==> src/design/sha256_stream_hasher_unit_assert.svh <==
// Assertion macros for the hasher; the sequencer module sha256_ctrl uses them.
// Every macro samples on the rising edge of clk and is disabled while rst_n is low.
`ifndef SHA256_STREAM_HASHER_UNIT_ASSERT_SVH
`define SHA256_STREAM_HASHER_UNIT_ASSERT_SVH

// A condition that must hold at every clock edge.
`define SHA256_ASSERT(label, expr, msg) \
    label: assert property (@(posedge clk) disable iff (!rst_n) (expr)) else $error(msg);

// A condition that must hold in the cycle after a trigger.
`define SHA256_ASSERT_NEXT(label, ante, cons, msg) \
    label: assert property (@(posedge clk) disable iff (!rst_n) (ante) |=> (cons)) \
        else $error(msg);

`endif

==> src/design/sha256_pkg.sv <==
package sha256_pkg;

    // Sequencer states.
    typedef enum logic [2:0] {
        ST_IDLE,
        ST_PAD,
        ST_ROUND,
        ST_UPDATE,
        ST_EMIT
    } state_t;

    // Source of the byte shifted into the block buffer.
    typedef enum logic [1:0] {
        BYTE_DATA,
        BYTE_PAD,
        BYTE_ZERO,
        BYTE_LEN
    } byte_sel_t;

    // Commands from the sequencer to the datapath.
    typedef struct packed {
        logic      shift_byte;
        byte_sel_t byte_sel;
        logic [2:0] len_idx;
        logic      count_inc;
        logic      load_work;
        logic      round_en;
        logic [5:0] round_idx;
        logic      update_h;
        logic      clear_msg;
        logic [2:0] word_idx;
    } ctrl_t;

    localparam logic FUNC_ABSORB = 1'b0;
    localparam logic FUNC_FINISH = 1'b1;

    localparam logic [7:0] PAD_BYTE      = 8'h80;
    localparam logic [5:0] LEN_POS       = 6'd56;
    localparam logic [5:0] LAST_POS      = 6'd63;
    localparam logic [5:0] ROUND_LAST    = 6'd63;
    localparam logic [2:0] LAST_WORD_IDX = 3'd7;

    localparam logic [31:0] H_INIT [8] = '{
        32'h6a09e667, 32'hbb67ae85, 32'h3c6ef372, 32'ha54ff53a,
        32'h510e527f, 32'h9b05688c, 32'h1f83d9ab, 32'h5be0cd19
    };

    function automatic logic [31:0] round_k(input logic [5:0] idx);
        logic [31:0] k;
        unique case (idx)
            6'd0:  k = 32'h428a2f98;
            6'd1:  k = 32'h71374491;
            6'd2:  k = 32'hb5c0fbcf;
            6'd3:  k = 32'he9b5dba5;
            6'd4:  k = 32'h3956c25b;
            6'd5:  k = 32'h59f111f1;
            6'd6:  k = 32'h923f82a4;
            6'd7:  k = 32'hab1c5ed5;
            6'd8:  k = 32'hd807aa98;
            6'd9:  k = 32'h12835b01;
            6'd10: k = 32'h243185be;
            6'd11: k = 32'h550c7dc3;
            6'd12: k = 32'h72be5d74;
            6'd13: k = 32'h80deb1fe;
            6'd14: k = 32'h9bdc06a7;
            6'd15: k = 32'hc19bf174;
            6'd16: k = 32'he49b69c1;
            6'd17: k = 32'hefbe4786;
            6'd18: k = 32'h0fc19dc6;
            6'd19: k = 32'h240ca1cc;
            6'd20: k = 32'h2de92c6f;
            6'd21: k = 32'h4a7484aa;
            6'd22: k = 32'h5cb0a9dc;
            6'd23: k = 32'h76f988da;
            6'd24: k = 32'h983e5152;
            6'd25: k = 32'ha831c66d;
            6'd26: k = 32'hb00327c8;
            6'd27: k = 32'hbf597fc7;
            6'd28: k = 32'hc6e00bf3;
            6'd29: k = 32'hd5a79147;
            6'd30: k = 32'h06ca6351;
            6'd31: k = 32'h14292967;
            6'd32: k = 32'h27b70a85;
            6'd33: k = 32'h2e1b2138;
            6'd34: k = 32'h4d2c6dfc;
            6'd35: k = 32'h53380d13;
            6'd36: k = 32'h650a7354;
            6'd37: k = 32'h766a0abb;
            6'd38: k = 32'h81c2c92e;
            6'd39: k = 32'h92722c85;
            6'd40: k = 32'ha2bfe8a1;
            6'd41: k = 32'ha81a664b;
            6'd42: k = 32'hc24b8b70;
            6'd43: k = 32'hc76c51a3;
            6'd44: k = 32'hd192e819;
            6'd45: k = 32'hd6990624;
            6'd46: k = 32'hf40e3585;
            6'd47: k = 32'h106aa070;
            6'd48: k = 32'h19a4c116;
            6'd49: k = 32'h1e376c08;
            6'd50: k = 32'h2748774c;
            6'd51: k = 32'h34b0bcb5;
            6'd52: k = 32'h391c0cb3;
            6'd53: k = 32'h4ed8aa4a;
            6'd54: k = 32'h5b9cca4f;
            6'd55: k = 32'h682e6ff3;
            6'd56: k = 32'h748f82ee;
            6'd57: k = 32'h78a5636f;
            6'd58: k = 32'h84c87814;
            6'd59: k = 32'h8cc70208;
            6'd60: k = 32'h90befffa;
            6'd61: k = 32'ha4506ceb;
            6'd62: k = 32'hbef9a3f7;
            6'd63: k = 32'hc67178f2;
        endcase
        return k;
    endfunction

endpackage

==> src/design/sha256_ctrl.sv <==
`include "sha256_stream_hasher_unit_assert.svh"

module sha256_ctrl (
    input  logic              clk,
    input  logic              rst_n,
    input  logic              in_valid,
    output logic              in_stall,
    input  logic              func,
    input  logic              out_free,
    output logic              out_load,
    output sha256_pkg::ctrl_t ctrl
);
    import sha256_pkg::*;

    state_t     state_reg, state_next;
    logic [5:0] fill_reg;
    logic [5:0] round_reg;
    logic [2:0] word_reg;
    logic       padding_reg;
    logic       len_phase_reg;
    logic       accept;
    logic       block_full;

    assign accept     = in_valid && (state_reg == ST_IDLE);
    assign block_full = (fill_reg == LAST_POS);

    // Next state.
    always_comb
    begin
        state_next = state_reg;
        unique case (state_reg)
            ST_IDLE:
            begin
                if (accept)
                begin
                    if (block_full)
                        state_next = ST_ROUND;
                    else if (func == FUNC_FINISH)
                        state_next = ST_PAD;
                end
            end
            ST_PAD:
            begin
                if (block_full)
                    state_next = ST_ROUND;
            end
            ST_ROUND:
            begin
                if (round_reg == ROUND_LAST)
                    state_next = ST_UPDATE;
            end
            ST_UPDATE:
            begin
                if (!padding_reg)
                    state_next = ST_IDLE;
                else if (!len_phase_reg)
                    state_next = ST_PAD;
                else
                    state_next = ST_EMIT;
            end
            ST_EMIT:
            begin
                if (out_free && (word_reg == LAST_WORD_IDX))
                    state_next = ST_IDLE;
            end
            default: state_next = ST_IDLE;
        endcase
    end

    // Outputs.
    always_comb
    begin
        in_stall       = 1'b1;
        out_load       = 1'b0;
        ctrl           = '0;
        ctrl.byte_sel  = BYTE_ZERO;
        ctrl.len_idx   = fill_reg[2:0];
        ctrl.round_idx = round_reg;
        ctrl.word_idx  = word_reg;
        unique case (state_reg)
            ST_IDLE:
            begin
                in_stall        = 1'b0;
                ctrl.shift_byte = accept;
                ctrl.byte_sel   = (func == FUNC_FINISH) ? BYTE_PAD : BYTE_DATA;
                ctrl.count_inc  = accept && (func == FUNC_ABSORB);
                ctrl.load_work  = accept && block_full;
            end
            ST_PAD:
            begin
                ctrl.shift_byte = 1'b1;
                ctrl.byte_sel   = (len_phase_reg && (fill_reg >= LEN_POS)) ? BYTE_LEN
                                                                           : BYTE_ZERO;
                ctrl.load_work  = block_full;
            end
            ST_ROUND:
            begin
                ctrl.round_en = 1'b1;
            end
            ST_UPDATE:
            begin
                ctrl.update_h = 1'b1;
            end
            ST_EMIT:
            begin
                out_load       = out_free;
                ctrl.clear_msg = out_free && (word_reg == LAST_WORD_IDX);
            end
            default: ;
        endcase
    end

    always_ff @(posedge clk or negedge rst_n)
    begin
        if (!rst_n)
        begin
            state_reg     <= ST_IDLE;
            fill_reg      <= '0;
            round_reg     <= '0;
            word_reg      <= '0;
            padding_reg   <= 1'b0;
            len_phase_reg <= 1'b0;
        end
        else
        begin
            state_reg <= state_next;
            if (ctrl.shift_byte)
                fill_reg <= fill_reg + 6'd1;
            if (ctrl.round_en)
                round_reg <= round_reg + 6'd1;
            if (out_load)
                word_reg <= word_reg + 3'd1;
            if (accept && (func == FUNC_FINISH))
            begin
                padding_reg   <= 1'b1;
                // The length fits in this block only if the pad byte lands before it.
                len_phase_reg <= (fill_reg < LEN_POS);
            end
            else if ((state_reg == ST_UPDATE) && padding_reg)
                len_phase_reg <= 1'b1;
            else if (ctrl.clear_msg)
            begin
                padding_reg   <= 1'b0;
                len_phase_reg <= 1'b0;
            end
        end
    end

    `SHA256_ASSERT_NEXT(a_round_start, (state_reg != ST_ROUND) && (state_next == ST_ROUND), (fill_reg == 6'd0) && (round_reg == 6'd0), "compression started on a partial block")
    `SHA256_ASSERT(a_emit_final, (state_reg != ST_EMIT) || (padding_reg && len_phase_reg && (fill_reg == 6'd0)), "digest emitted before the length block")
    `SHA256_ASSERT_NEXT(a_emit_done, (state_reg == ST_EMIT) && out_free && (word_reg == LAST_WORD_IDX), (state_reg == ST_IDLE) && !padding_reg && (word_reg == 3'd0), "message state not cleared after digest")

endmodule

==> src/design/sha256_compress.sv <==
module sha256_compress (
    input  logic              clk,
    input  logic              rst_n,
    input  sha256_pkg::ctrl_t ctrl,
    input  logic [7:0]        data_byte,
    output logic [31:0]       hash_word
);
    import sha256_pkg::*;

    // The block buffer doubles as the rolling schedule window: word i sits
    // at bits [511-32*i -: 32], oldest word on top.
    logic [511:0] buf_reg;
    logic [31:0]  h_reg [8];
    logic [31:0]  v_reg [8];
    logic [63:0]  count_reg;

    logic [7:0]   byte_in;
    logic [31:0]  w_cur, w_m15, w_m7, w_m2, w_new;
    logic [31:0]  t1, t2;

    function automatic logic [31:0] ror(input logic [31:0] x, input int unsigned n);
        return (x >> n) | (x << (32 - n));
    endfunction

    always_comb
    begin
        unique case (ctrl.byte_sel)
            BYTE_DATA: byte_in = data_byte;
            BYTE_PAD:  byte_in = PAD_BYTE;
            BYTE_ZERO: byte_in = 8'h00;
            BYTE_LEN:  byte_in = 8'(count_reg >> {~ctrl.len_idx, 3'b000});
        endcase
    end

    always_comb
    begin
        w_cur = buf_reg[511:480];
        w_m15 = buf_reg[479:448];
        w_m7  = buf_reg[223:192];
        w_m2  = buf_reg[63:32];
        w_new = w_cur + (ror(w_m15, 7) ^ ror(w_m15, 18) ^ (w_m15 >> 3)) + w_m7
              + (ror(w_m2, 17) ^ ror(w_m2, 19) ^ (w_m2 >> 10));
        t1 = v_reg[7] + (ror(v_reg[4], 6) ^ ror(v_reg[4], 11) ^ ror(v_reg[4], 25))
           + ((v_reg[4] & v_reg[5]) ^ (~v_reg[4] & v_reg[6]))
           + round_k(ctrl.round_idx) + w_cur;
        t2 = (ror(v_reg[0], 2) ^ ror(v_reg[0], 13) ^ ror(v_reg[0], 22))
           + ((v_reg[0] & v_reg[1]) ^ (v_reg[0] & v_reg[2]) ^ (v_reg[1] & v_reg[2]));
    end

    assign hash_word = h_reg[ctrl.word_idx];

    always_ff @(posedge clk)
    begin
        if (ctrl.shift_byte)
            buf_reg <= {buf_reg[503:0], byte_in};
        else if (ctrl.round_en)
            buf_reg <= {buf_reg[479:0], w_new};

        if (ctrl.load_work)
            v_reg <= h_reg;
        else if (ctrl.round_en)
        begin
            v_reg[7] <= v_reg[6];
            v_reg[6] <= v_reg[5];
            v_reg[5] <= v_reg[4];
            v_reg[4] <= v_reg[3] + t1;
            v_reg[3] <= v_reg[2];
            v_reg[2] <= v_reg[1];
            v_reg[1] <= v_reg[0];
            v_reg[0] <= t1 + t2;
        end
    end

    always_ff @(posedge clk or negedge rst_n)
    begin
        if (!rst_n)
        begin
            h_reg     <= H_INIT;
            count_reg <= '0;
        end
        else
        begin
            if (ctrl.update_h)
            begin
                for (int i = 0; i < 8; i++)
                    h_reg[i] <= h_reg[i] + v_reg[i];
            end
            else if (ctrl.clear_msg)
                h_reg <= H_INIT;

            if (ctrl.clear_msg)
                count_reg <= '0;
            else if (ctrl.count_inc)
                count_reg <= count_reg + 64'd8;
        end
    end

endmodule

==> src/design/sha256_stream_hasher_unit.sv <==
// Absorb word: the byte is shifted in; a byte that completes a 64-byte block also starts
// the compression. Finish word: the pad byte, then the remaining pad bytes, then the
// compression (64 rounds on the shared round unit plus one update), twice
// when the length needs an extra block, then eight digest words, one per output load.
// Reset loads the initial hash values and clears the byte fill and the bit count;
// the block buffer needs no clearing pass.
module sha256_stream_hasher_unit (
    input  logic        clk,
    input  logic        rst_n,
    input  logic        in_valid,
    output logic        in_stall,
    input  logic        func,
    input  logic [7:0]  data_byte,
    output logic        out_valid,
    input  logic        out_stall,
    output logic [31:0] digest_word,
    output logic [2:0]  word_index,
    output logic        last_word
);
    import sha256_pkg::*;

    // The sequencer walks the block through byte loading, padding, the 64
    // rounds and the chaining update. The datapath holds one round unit that
    // is reused for every round and a 512-bit shift line that serves both as
    // the byte buffer and as the sliding message schedule.
    ctrl_t       ctrl;
    logic        out_free;
    logic        out_load;
    logic [31:0] hash_word;

    logic        out_valid_reg;
    logic [31:0] digest_word_reg;
    logic [2:0]  word_index_reg;
    logic        last_word_reg;

    // The output register can take a new word when it is empty or its
    // current word is taken in this cycle.
    assign out_free = !out_valid_reg || !out_stall;

    sha256_ctrl u_ctrl (
        .clk      (clk),
        .rst_n    (rst_n),
        .in_valid (in_valid),
        .in_stall (in_stall),
        .func     (func),
        .out_free (out_free),
        .out_load (out_load),
        .ctrl     (ctrl)
    );

    sha256_compress u_compress (
        .clk       (clk),
        .rst_n     (rst_n),
        .ctrl      (ctrl),
        .data_byte (data_byte),
        .hash_word (hash_word)
    );

    // Output register: the block may accept the next message byte while the
    // last digest word still waits here.
    always_ff @(posedge clk or negedge rst_n)
    begin
        if (!rst_n)
            out_valid_reg <= 1'b0;
        else if (out_load)
            out_valid_reg <= 1'b1;
        else if (!out_stall)
            out_valid_reg <= 1'b0;
    end

    always_ff @(posedge clk)
    begin
        if (out_load)
        begin
            digest_word_reg <= hash_word;
            word_index_reg  <= ctrl.word_idx;
            last_word_reg   <= (ctrl.word_idx == LAST_WORD_IDX);
        end
    end

    assign out_valid   = out_valid_reg;
    assign digest_word = digest_word_reg;
    assign word_index  = word_index_reg;
    assign last_word   = last_word_reg;

endmodule
==> config.mk <==
export PLATFORM = sky130hd
export DESIGN_NAME = sha256_stream_hasher_unit
export DESIGN_NICKNAME = d
export VERILOG_FILES = /design/src/design/sha256_pkg.sv /design/src/design/sha256_ctrl.sv /design/src/design/sha256_compress.sv /design/src/design/sha256_stream_hasher_unit.sv
export VERILOG_INCLUDE_DIRS = /design/src /design/src/design
export SDC_FILE = /design/constraint.sdc
export NUM_CORES = 2
export LEC_CHECK = 0
export BUFFER_PORTS_ARGS = -buffer_cell sky130_fd_sc_hd__buf_2
export CELL_PAD_IN_SITES_DETAIL_PLACEMENT = 0
export CELL_PAD_IN_SITES_GLOBAL_PLACEMENT = 2
export CORE_MARGIN = 1.5
export CORE_UTILIZATION = 39
export DETAILED_ROUTE_END_ITERATION = 10
export PLACE_DENSITY = 0.83
export SLEW_MARGIN = 20
export SYNTH_ARGS = -nofsm -noshare
export SYNTH_HDL_FRONTEND = slang
export SYNTH_SLANG_ARGS = --single-unit
==> constraint.sdc <==
create_clock -name clk -period 9.3 [get_ports clk]
set_clock_uncertainty 0.2 [all_clocks]
set_input_delay 0.93 -clock clk [delete_from_list [all_inputs] [get_ports clk]]
set_output_delay 0.93 -clock clk [all_outputs]
set_load 0.1 [all_outputs]
; After elaboration in Yosys (flattened, before gate mapping)
; Memory sizes are Yosys's and may differ from the RTL's.
; Cells that the tools add are included.
[op_classes]
reduce_logical = 20
eq_ne = 17
bitwise_logic = 30
muxes = 38
n_addsub = 22
shift = 1
magnitude_cmp = 3
[ops]
columns = op, n
row1 = $mux W256, 4
row2 = $mux W512, 2
row3 = $add A32 B32 Y32, 18
row4 = $xor A32 B32 Y32, 9
row5 = $and A32 B32 Y32, 5
row6 = $mux W64, 2
row7 = $bmux W32 S3, 1
row8 = $add A64 B4 Y64 const B, 1
row9 = $mux W32, 2
row10 = $shr A64 B6 Y8, 1
row11 = $not A32 Y32, 1
row12 = $or A10 B32 Y32, 1
row13 = $or A13 B32 Y32, 1
row14 = $or A14 B32 Y32, 1
row15 = $or A15 B32 Y32, 1
row16 = $or A19 B32 Y32, 1
row17 = $or A21 B32 Y32, 1
row18 = $or A25 B32 Y32, 1
row19 = $or A26 B32 Y32, 1
row20 = $or A30 B32 Y32, 1
row21 = $or A7 B32 Y32, 1
row22 = $pmux W8 S4, 1
row23 = $xor A32 B22 Y32, 1
row24 = $xor A32 B29 Y32, 1
row25 = 30 further kinds, 72
[word_totals]
n_memories = 1
inputBits = 13
reg_bits = 1145
elab_cells = 160
rom_bits = 2048
output_inout_bits = 38
[memory_table]
columns = memory, depth, word_bits, rd, rd_clocked_by_memory_dff, write_ports, line
row1 = (name not given), 64, 32, 1, 0, 0, sha256_pkg.sv:50  ; unique case (idx)

; Depth between registers and ports, before layout
[logic_depth]
depth_word = 10
ltp_mapped = 43
mapped_depth_nobuf = 40

; Hierarchy
; From an unflattened synthesis, not the netlist that was laid out.
[unflattened]
cells_unflattened = 7024
hier_area_um2 = 77192.8
[modules_own_cells]
columns = mod, area_each_um2, cells_each, instances, seq_area_each_um2
row1 = sha256_compress, 74970.7, 6883, 1, 31164.9
row2 = sha256_stream_hasher_unit, 1123.6, 40, 1, 1106.1
row3 = sha256_ctrl, 1098.6, 101, 1, 500.5

; Least setup slack after synthesis
; No wires, ideal clock.
[synth_path]
path_type = register to register
startpoint = reg u_ctrl.round_reg[1]
endpoint = reg u_compress.v_reg[255] in the netlist's numbering, data pin
stages_incl_launch_ff = 43
t_required_ns = 8.832
period_less_slack_ns = 8.866
path_buffers = 3
setup_slack_ns = 0.434
arrival_time_ns = 8.398
setup_ns = 0.268
cell_sequence = dfrtp_1 clkbuf_1 inv_1 ha_1 clkbuf_1 nand2_1 o21ai_0 nor2_1 o21ai_0 o21ai_0 o21ai_0 fa_1 fa_1 inv_1 fa_1 inv_1 ha_1 o21a_1 (+7 left out) a21o_1 a21o_1 xnor2_1 fa_1 inv_1 ha_1 clkbuf_1 o21a_1 nor2_1 or3b_1 a21oi_1 o21ai_1 a31oi_1 a21o_1 a21oi_1 xnor2_1 xnor2_1 o21ai_0
[synth_between]
elab_chain_len = 6
[synth_lines]
columns = element, line
row1 = from (decl), sha256_ctrl.sv:17  ; logic [5:0] round_reg;
row2 = from (signal assigned), sha256_ctrl.sv:130  ; round_reg <= round_reg + 6'd1;
row3 = $mem_v2 Z64 W32, n/a
row4 = $add A32 B32 Y32 (2 in series), sha256_compress.sv:45  ; + round_k(ctrl.round_idx) + w_cur;
row5 = $add A32 B32 Y32, sha256_compress.sv:70  ; v_reg[0] <= t1 + t2;
row6 = $mux W256, sha256_compress.sv:61  ; else if (ctrl.round_en)
row7 = $mux W256, sha256_compress.sv:59  ; if (ctrl.load_work)
row8 = to (signal assigned), sha256_compress.sv:60  ; v_reg <= h_reg;
row9 = to (decl), sha256_compress.sv:14  ; logic [31:0] v_reg [8];
; No other way between the ends. The select of a mux whose other input is x is not followed.
; A chain may end at the register's enable or synchronous reset.

; Worst setup path in the final report
[layout_path]
startpoint = reg u_ctrl.round_reg[0]
endpoint = reg u_compress.v_reg[254] in the netlist's numbering, data pin
; Same word-level chain as after synthesis.

==> summary.md <==
| Metric | Value |
|---|---|
| Initial antenna violation count | 9 |
| Mux contribution to synthesized area | under 10% |
| Critical Path Sink Type | flop |
| Largest register FFs | approximately 500 |
| Horizontal die dimension | 446 um |
| Mean cell area of the mapped netlist | 9.79 um^2 |
| Total Routed Length | 257000 um |
| Die Footprint | 0.199 mm^2 |
| Yosys warnings | 0 |
| Slew at the pin closest to its max-slew limit | 1.17 ns |
| Final Hold Vio Count | 0 |
| Number of synthesized flops with an enable pin | 804 |
| Share of layout cells above drive strength 1 | between 10% and 20% |
| Data arrival time of the critical path | 9.20 ns |
| Final-report max-slew violation count | 0 |
| Clock transition time at the flip-flop clock pins of the worst setup and hold paths | 0.06 ns |
| Post-route minimum period | 8.85 ns |
| Length of the first detailed-routing pass in iterations | 6 |
| Total of flip-flops plus latches after synthesis | 1142 |
| Cell type of the slowest stage on the worst timing path | sky130_fd_sc_hd__fa_1 |
| Root buffer cell | sky130_fd_sc_hd__clkbuf_16 |
| RePlAce Congestion | 0.930 |
| Core footprint | 0.195 mm^2 |
| Via count of the routed design | 59200 |
| Total congestion overflow after global routing | 0 |
| DIE HEIGHT | 446 um |
| Share of synthesized registers carrying an async set or reset | between 20 and 30% |
| Post-synth top flop | sky130_fd_sc_hd__edfxtp_1 |
| Required arrival time at the worst endpoint | 9.65 ns |
| Result of the run | completed |
| Area share of fa/ha/maj cells after synthesis | 11.6% |
| DRT iter0 DRCs | 5172 |
| Sequential share of the synthesized area | between 40% and 50% |
| CTS H-tree depth | 4 |
| Number of placement rows | between 150 and 200 |
| Max-Cap Viols | 0 |
| Vias in the first global route | 58400 |
| Deepest clock path buffer count | 3 |
| Maximum number of pins on one net before global-route repair | 220 |
| Number of buffers created by CTS | about 140 |
| Slew headroom | 21.5% |
| Achievable frequency | ~110 MHz |
| WL/cell | 24.2 um |
| Clk_lat worst skew | just over 0.8 ns |
| Main combinational cell family by area after synthesis | simple AND/OR/NAND/NOR gates |
| Simple-Gate Fraction of Synth Area | 14.7% |
| Cell count after synthesis | 7821 |
| Port-buffer cells | 50 |
| Complex-gate fraction of the synthesized area | 13.3% |
| CTS tree | built |
| Combined global-route utilization of all metal layers | 25.7% |
| Final-stage net count | 8491 |
| Part of the cycle the worst path needs | a little over nine tenths |
| Crit start category | flop |
| Count of clock tree sinks | 1142 |
| Synthesis-to-finish area growth | 12.1% |
| DR vias/cell | 5.57 |
| Hold Path Class | reg2reg |
| CP max stage delay | 0.52 ns |
| Total standard cell area after synthesis | 0.0766 mm^2 |
| Worst path top cell family by delay | compound AO/OA/AOI/OAI gates |
| Number of nets with antenna violations after routing | 0 |
| Area share of xor/xnor cells in the synthesized design | 7.24% |
| Initial Utilization | 39.3% |
| I/O pin total | just over 50 |
| Setup violations, final | 0 |
| Detailed-route DRC error count | 0 |
| Wire length of the first global-routing pass | 384000 um |
| Kind of critical path | reg2reg |
| Half-perimeter wire length after detailed placement | roughly 190000 um |
| Hold Slack | 0.264 ns |
| Count of unique library cells instantiated by Yosys | 104 |
| Worst Path Max Fanout | 8 |
| Buf/Inv on CP | 12 |
| Net Count, Synth | 8426 |
==> per-stage QoR <==
stage | util (%) | instances | setup slack (ns) | TNS [ns] | instance area (um^2)
CTS | 43.8 | 10600 | 0.0313 | 0 | 85400
global placement | 41.5 | 10400 | -0.123 | -0.126 | 80900
global route | 44.0 | 10600 | -0.0193 | -0.0193 | 85900
finish | 44.0 | 10600 | 0.450 | 0 | 85900
floorplan | - | 7821 | 0.434 | 0 | 76600
detailed placement | 41.5 | 10400 | -0.115 | -0.115 | 80900
==> Yosys cell counts, types with 38 or more instances <==
cell type                  instances  share of area (%)
sky130_fd_sc_hd__nand2_1        1750                8.6
sky130_fd_sc_hd__edfxtp_1        804                 32
sky130_fd_sc_hd__o21ai_0         479                3.1
sky130_fd_sc_hd__a21oi_1         477                3.1
sky130_fd_sc_hd__ha_1            397                6.5
sky130_fd_sc_hd__nor2_1          384                1.9
sky130_fd_sc_hd__clkbuf_1        375                1.8
sky130_fd_sc_hd__xnor2_1         357                4.1
sky130_fd_sc_hd__inv_1           341                1.7
sky130_fd_sc_hd__xor2_1          272                3.1
sky130_fd_sc_hd__mux2_2          244                3.6
sky130_fd_sc_hd__a21o_1          215                2.1
sky130_fd_sc_hd__dfrtp_1         202                6.6
sky130_fd_sc_hd__fa_1            195                5.1
sky130_fd_sc_hd__nand3_1         138               0.90
sky130_fd_sc_hd__dfstp_2         136                4.7
sky130_fd_sc_hd__nor3_1           94               0.61
sky130_fd_sc_hd__mux4_2           83                2.4
sky130_fd_sc_hd__nand2b_1         62               0.51
sky130_fd_sc_hd__a211oi_1         56               0.55
sky130_fd_sc_hd__o21a_1           55               0.54
sky130_fd_sc_hd__a31oi_1          49               0.40
sky130_fd_sc_hd__mux2i_1          48               0.63
sky130_fd_sc_hd__o21bai_1         48               0.47
sky130_fd_sc_hd__and3_1           46               0.38
sky130_fd_sc_hd__o31ai_1          38               0.37
==> layout make-up <==
cell class                      count  area [um^2]
Clock buffer                      194         3840
Antenna cell                        1         2.50
Inverter                          344         1300
Fill cell                       18900       109000
Clock inverter                     61          652
Tap cell                         2624         3280
Sequential cell                  1142        32800
Timing Repair Buffer              340         2660
Multi-Input combinational cell   5920        41300
==> layer usage <==
layer	wire, um	up-vias	part of all wire [%]	GRT usage [%]
met1	115000	29600	45	35.7
met2	118000	1751	46	40.7
met5	20	-	0.0078	0
li1	-	27500	-	-
met3	14800	352	5.7	3.71
met4	9320	2	3.6	8.87
==> cells by family (layout without fill, tap and decap cells) <==
family                   count (synthesis)  count (layout)
AO/OA/AOI/OAI                         1649            1649
XOR/XNOR                               631             631
adder cells (fa/ha/maj)                594             594
buffers and inverters                  759             939
flip-flops                            1142            1142
multiplexers                           375             375
other                                    0               1
AND/OR/NAND/NOR                       2671            2671
==> cells in the final DEF, fill, tap and decap left out, types with 83 or more instances in the layout <==
| master | count |
|---|---|
| sky130_fd_sc_hd__a21oi_1 | 470 |
| sky130_fd_sc_hd__xor2_1 | 271 |
| sky130_fd_sc_hd__nand2_1 | 1745 |
| sky130_fd_sc_hd__a21o_1 | 215 |
| sky130_fd_sc_hd__dfstp_2 | 136 |
| sky130_fd_sc_hd__nand3_1 | 136 |
| sky130_fd_sc_hd__inv_1 | 338 |
| sky130_fd_sc_hd__mux2_2 | 244 |
| sky130_fd_sc_hd__xnor2_1 | 356 |
| sky130_fd_sc_hd__mux4_2 | 83 |
| sky130_fd_sc_hd__edfxtp_1 | 804 |
| sky130_fd_sc_hd__nor3_1 | 92 |
| sky130_fd_sc_hd__ha_1 | 391 |
| sky130_fd_sc_hd__clkbuf_16 | 142 |
| sky130_fd_sc_hd__dfrtp_1 | 196 |
| sky130_fd_sc_hd__nor2_1 | 375 |
| sky130_fd_sc_hd__o21ai_0 | 469 |
| sky130_fd_sc_hd__fa_1 | 193 |
| sky130_fd_sc_hd__buf_4 | 265 |
==> timing repair <==
action / CTS / global route
pin swaps: 0 / 28
hold endpoints to repair: 31 / 0
endpoints found under the setup margin: 2 / 16
setup buffers: 0 / 10
hold buffers: 1 / 0
resized for setup: 5 / 79
gates cloned: 0 / 0
==> worst paths after layout <==
path	slack [ns]	endpoint	cells after the start	startpoint
max reg2reg	0.45	u_compress.v_reg[254]	43	u_ctrl.round_reg[0]
min in group asynchronous	0.48	u_compress.h_reg[171]	2	rst_n
max in group asynchronous	6.59	u_compress.h_reg[29]	4	rst_n
min reg2reg	0.26	u_ctrl.fill_reg[5]	1	u_ctrl.fill_reg[5]
min	0.26	u_ctrl.fill_reg[5]	1	u_ctrl.fill_reg[5]
max	0.45	u_compress.v_reg[254]	43	u_ctrl.round_reg[0]
Power is not shown: default switching activity piles up to over one toggle a cycle in this logic, so the estimate is an artifact.
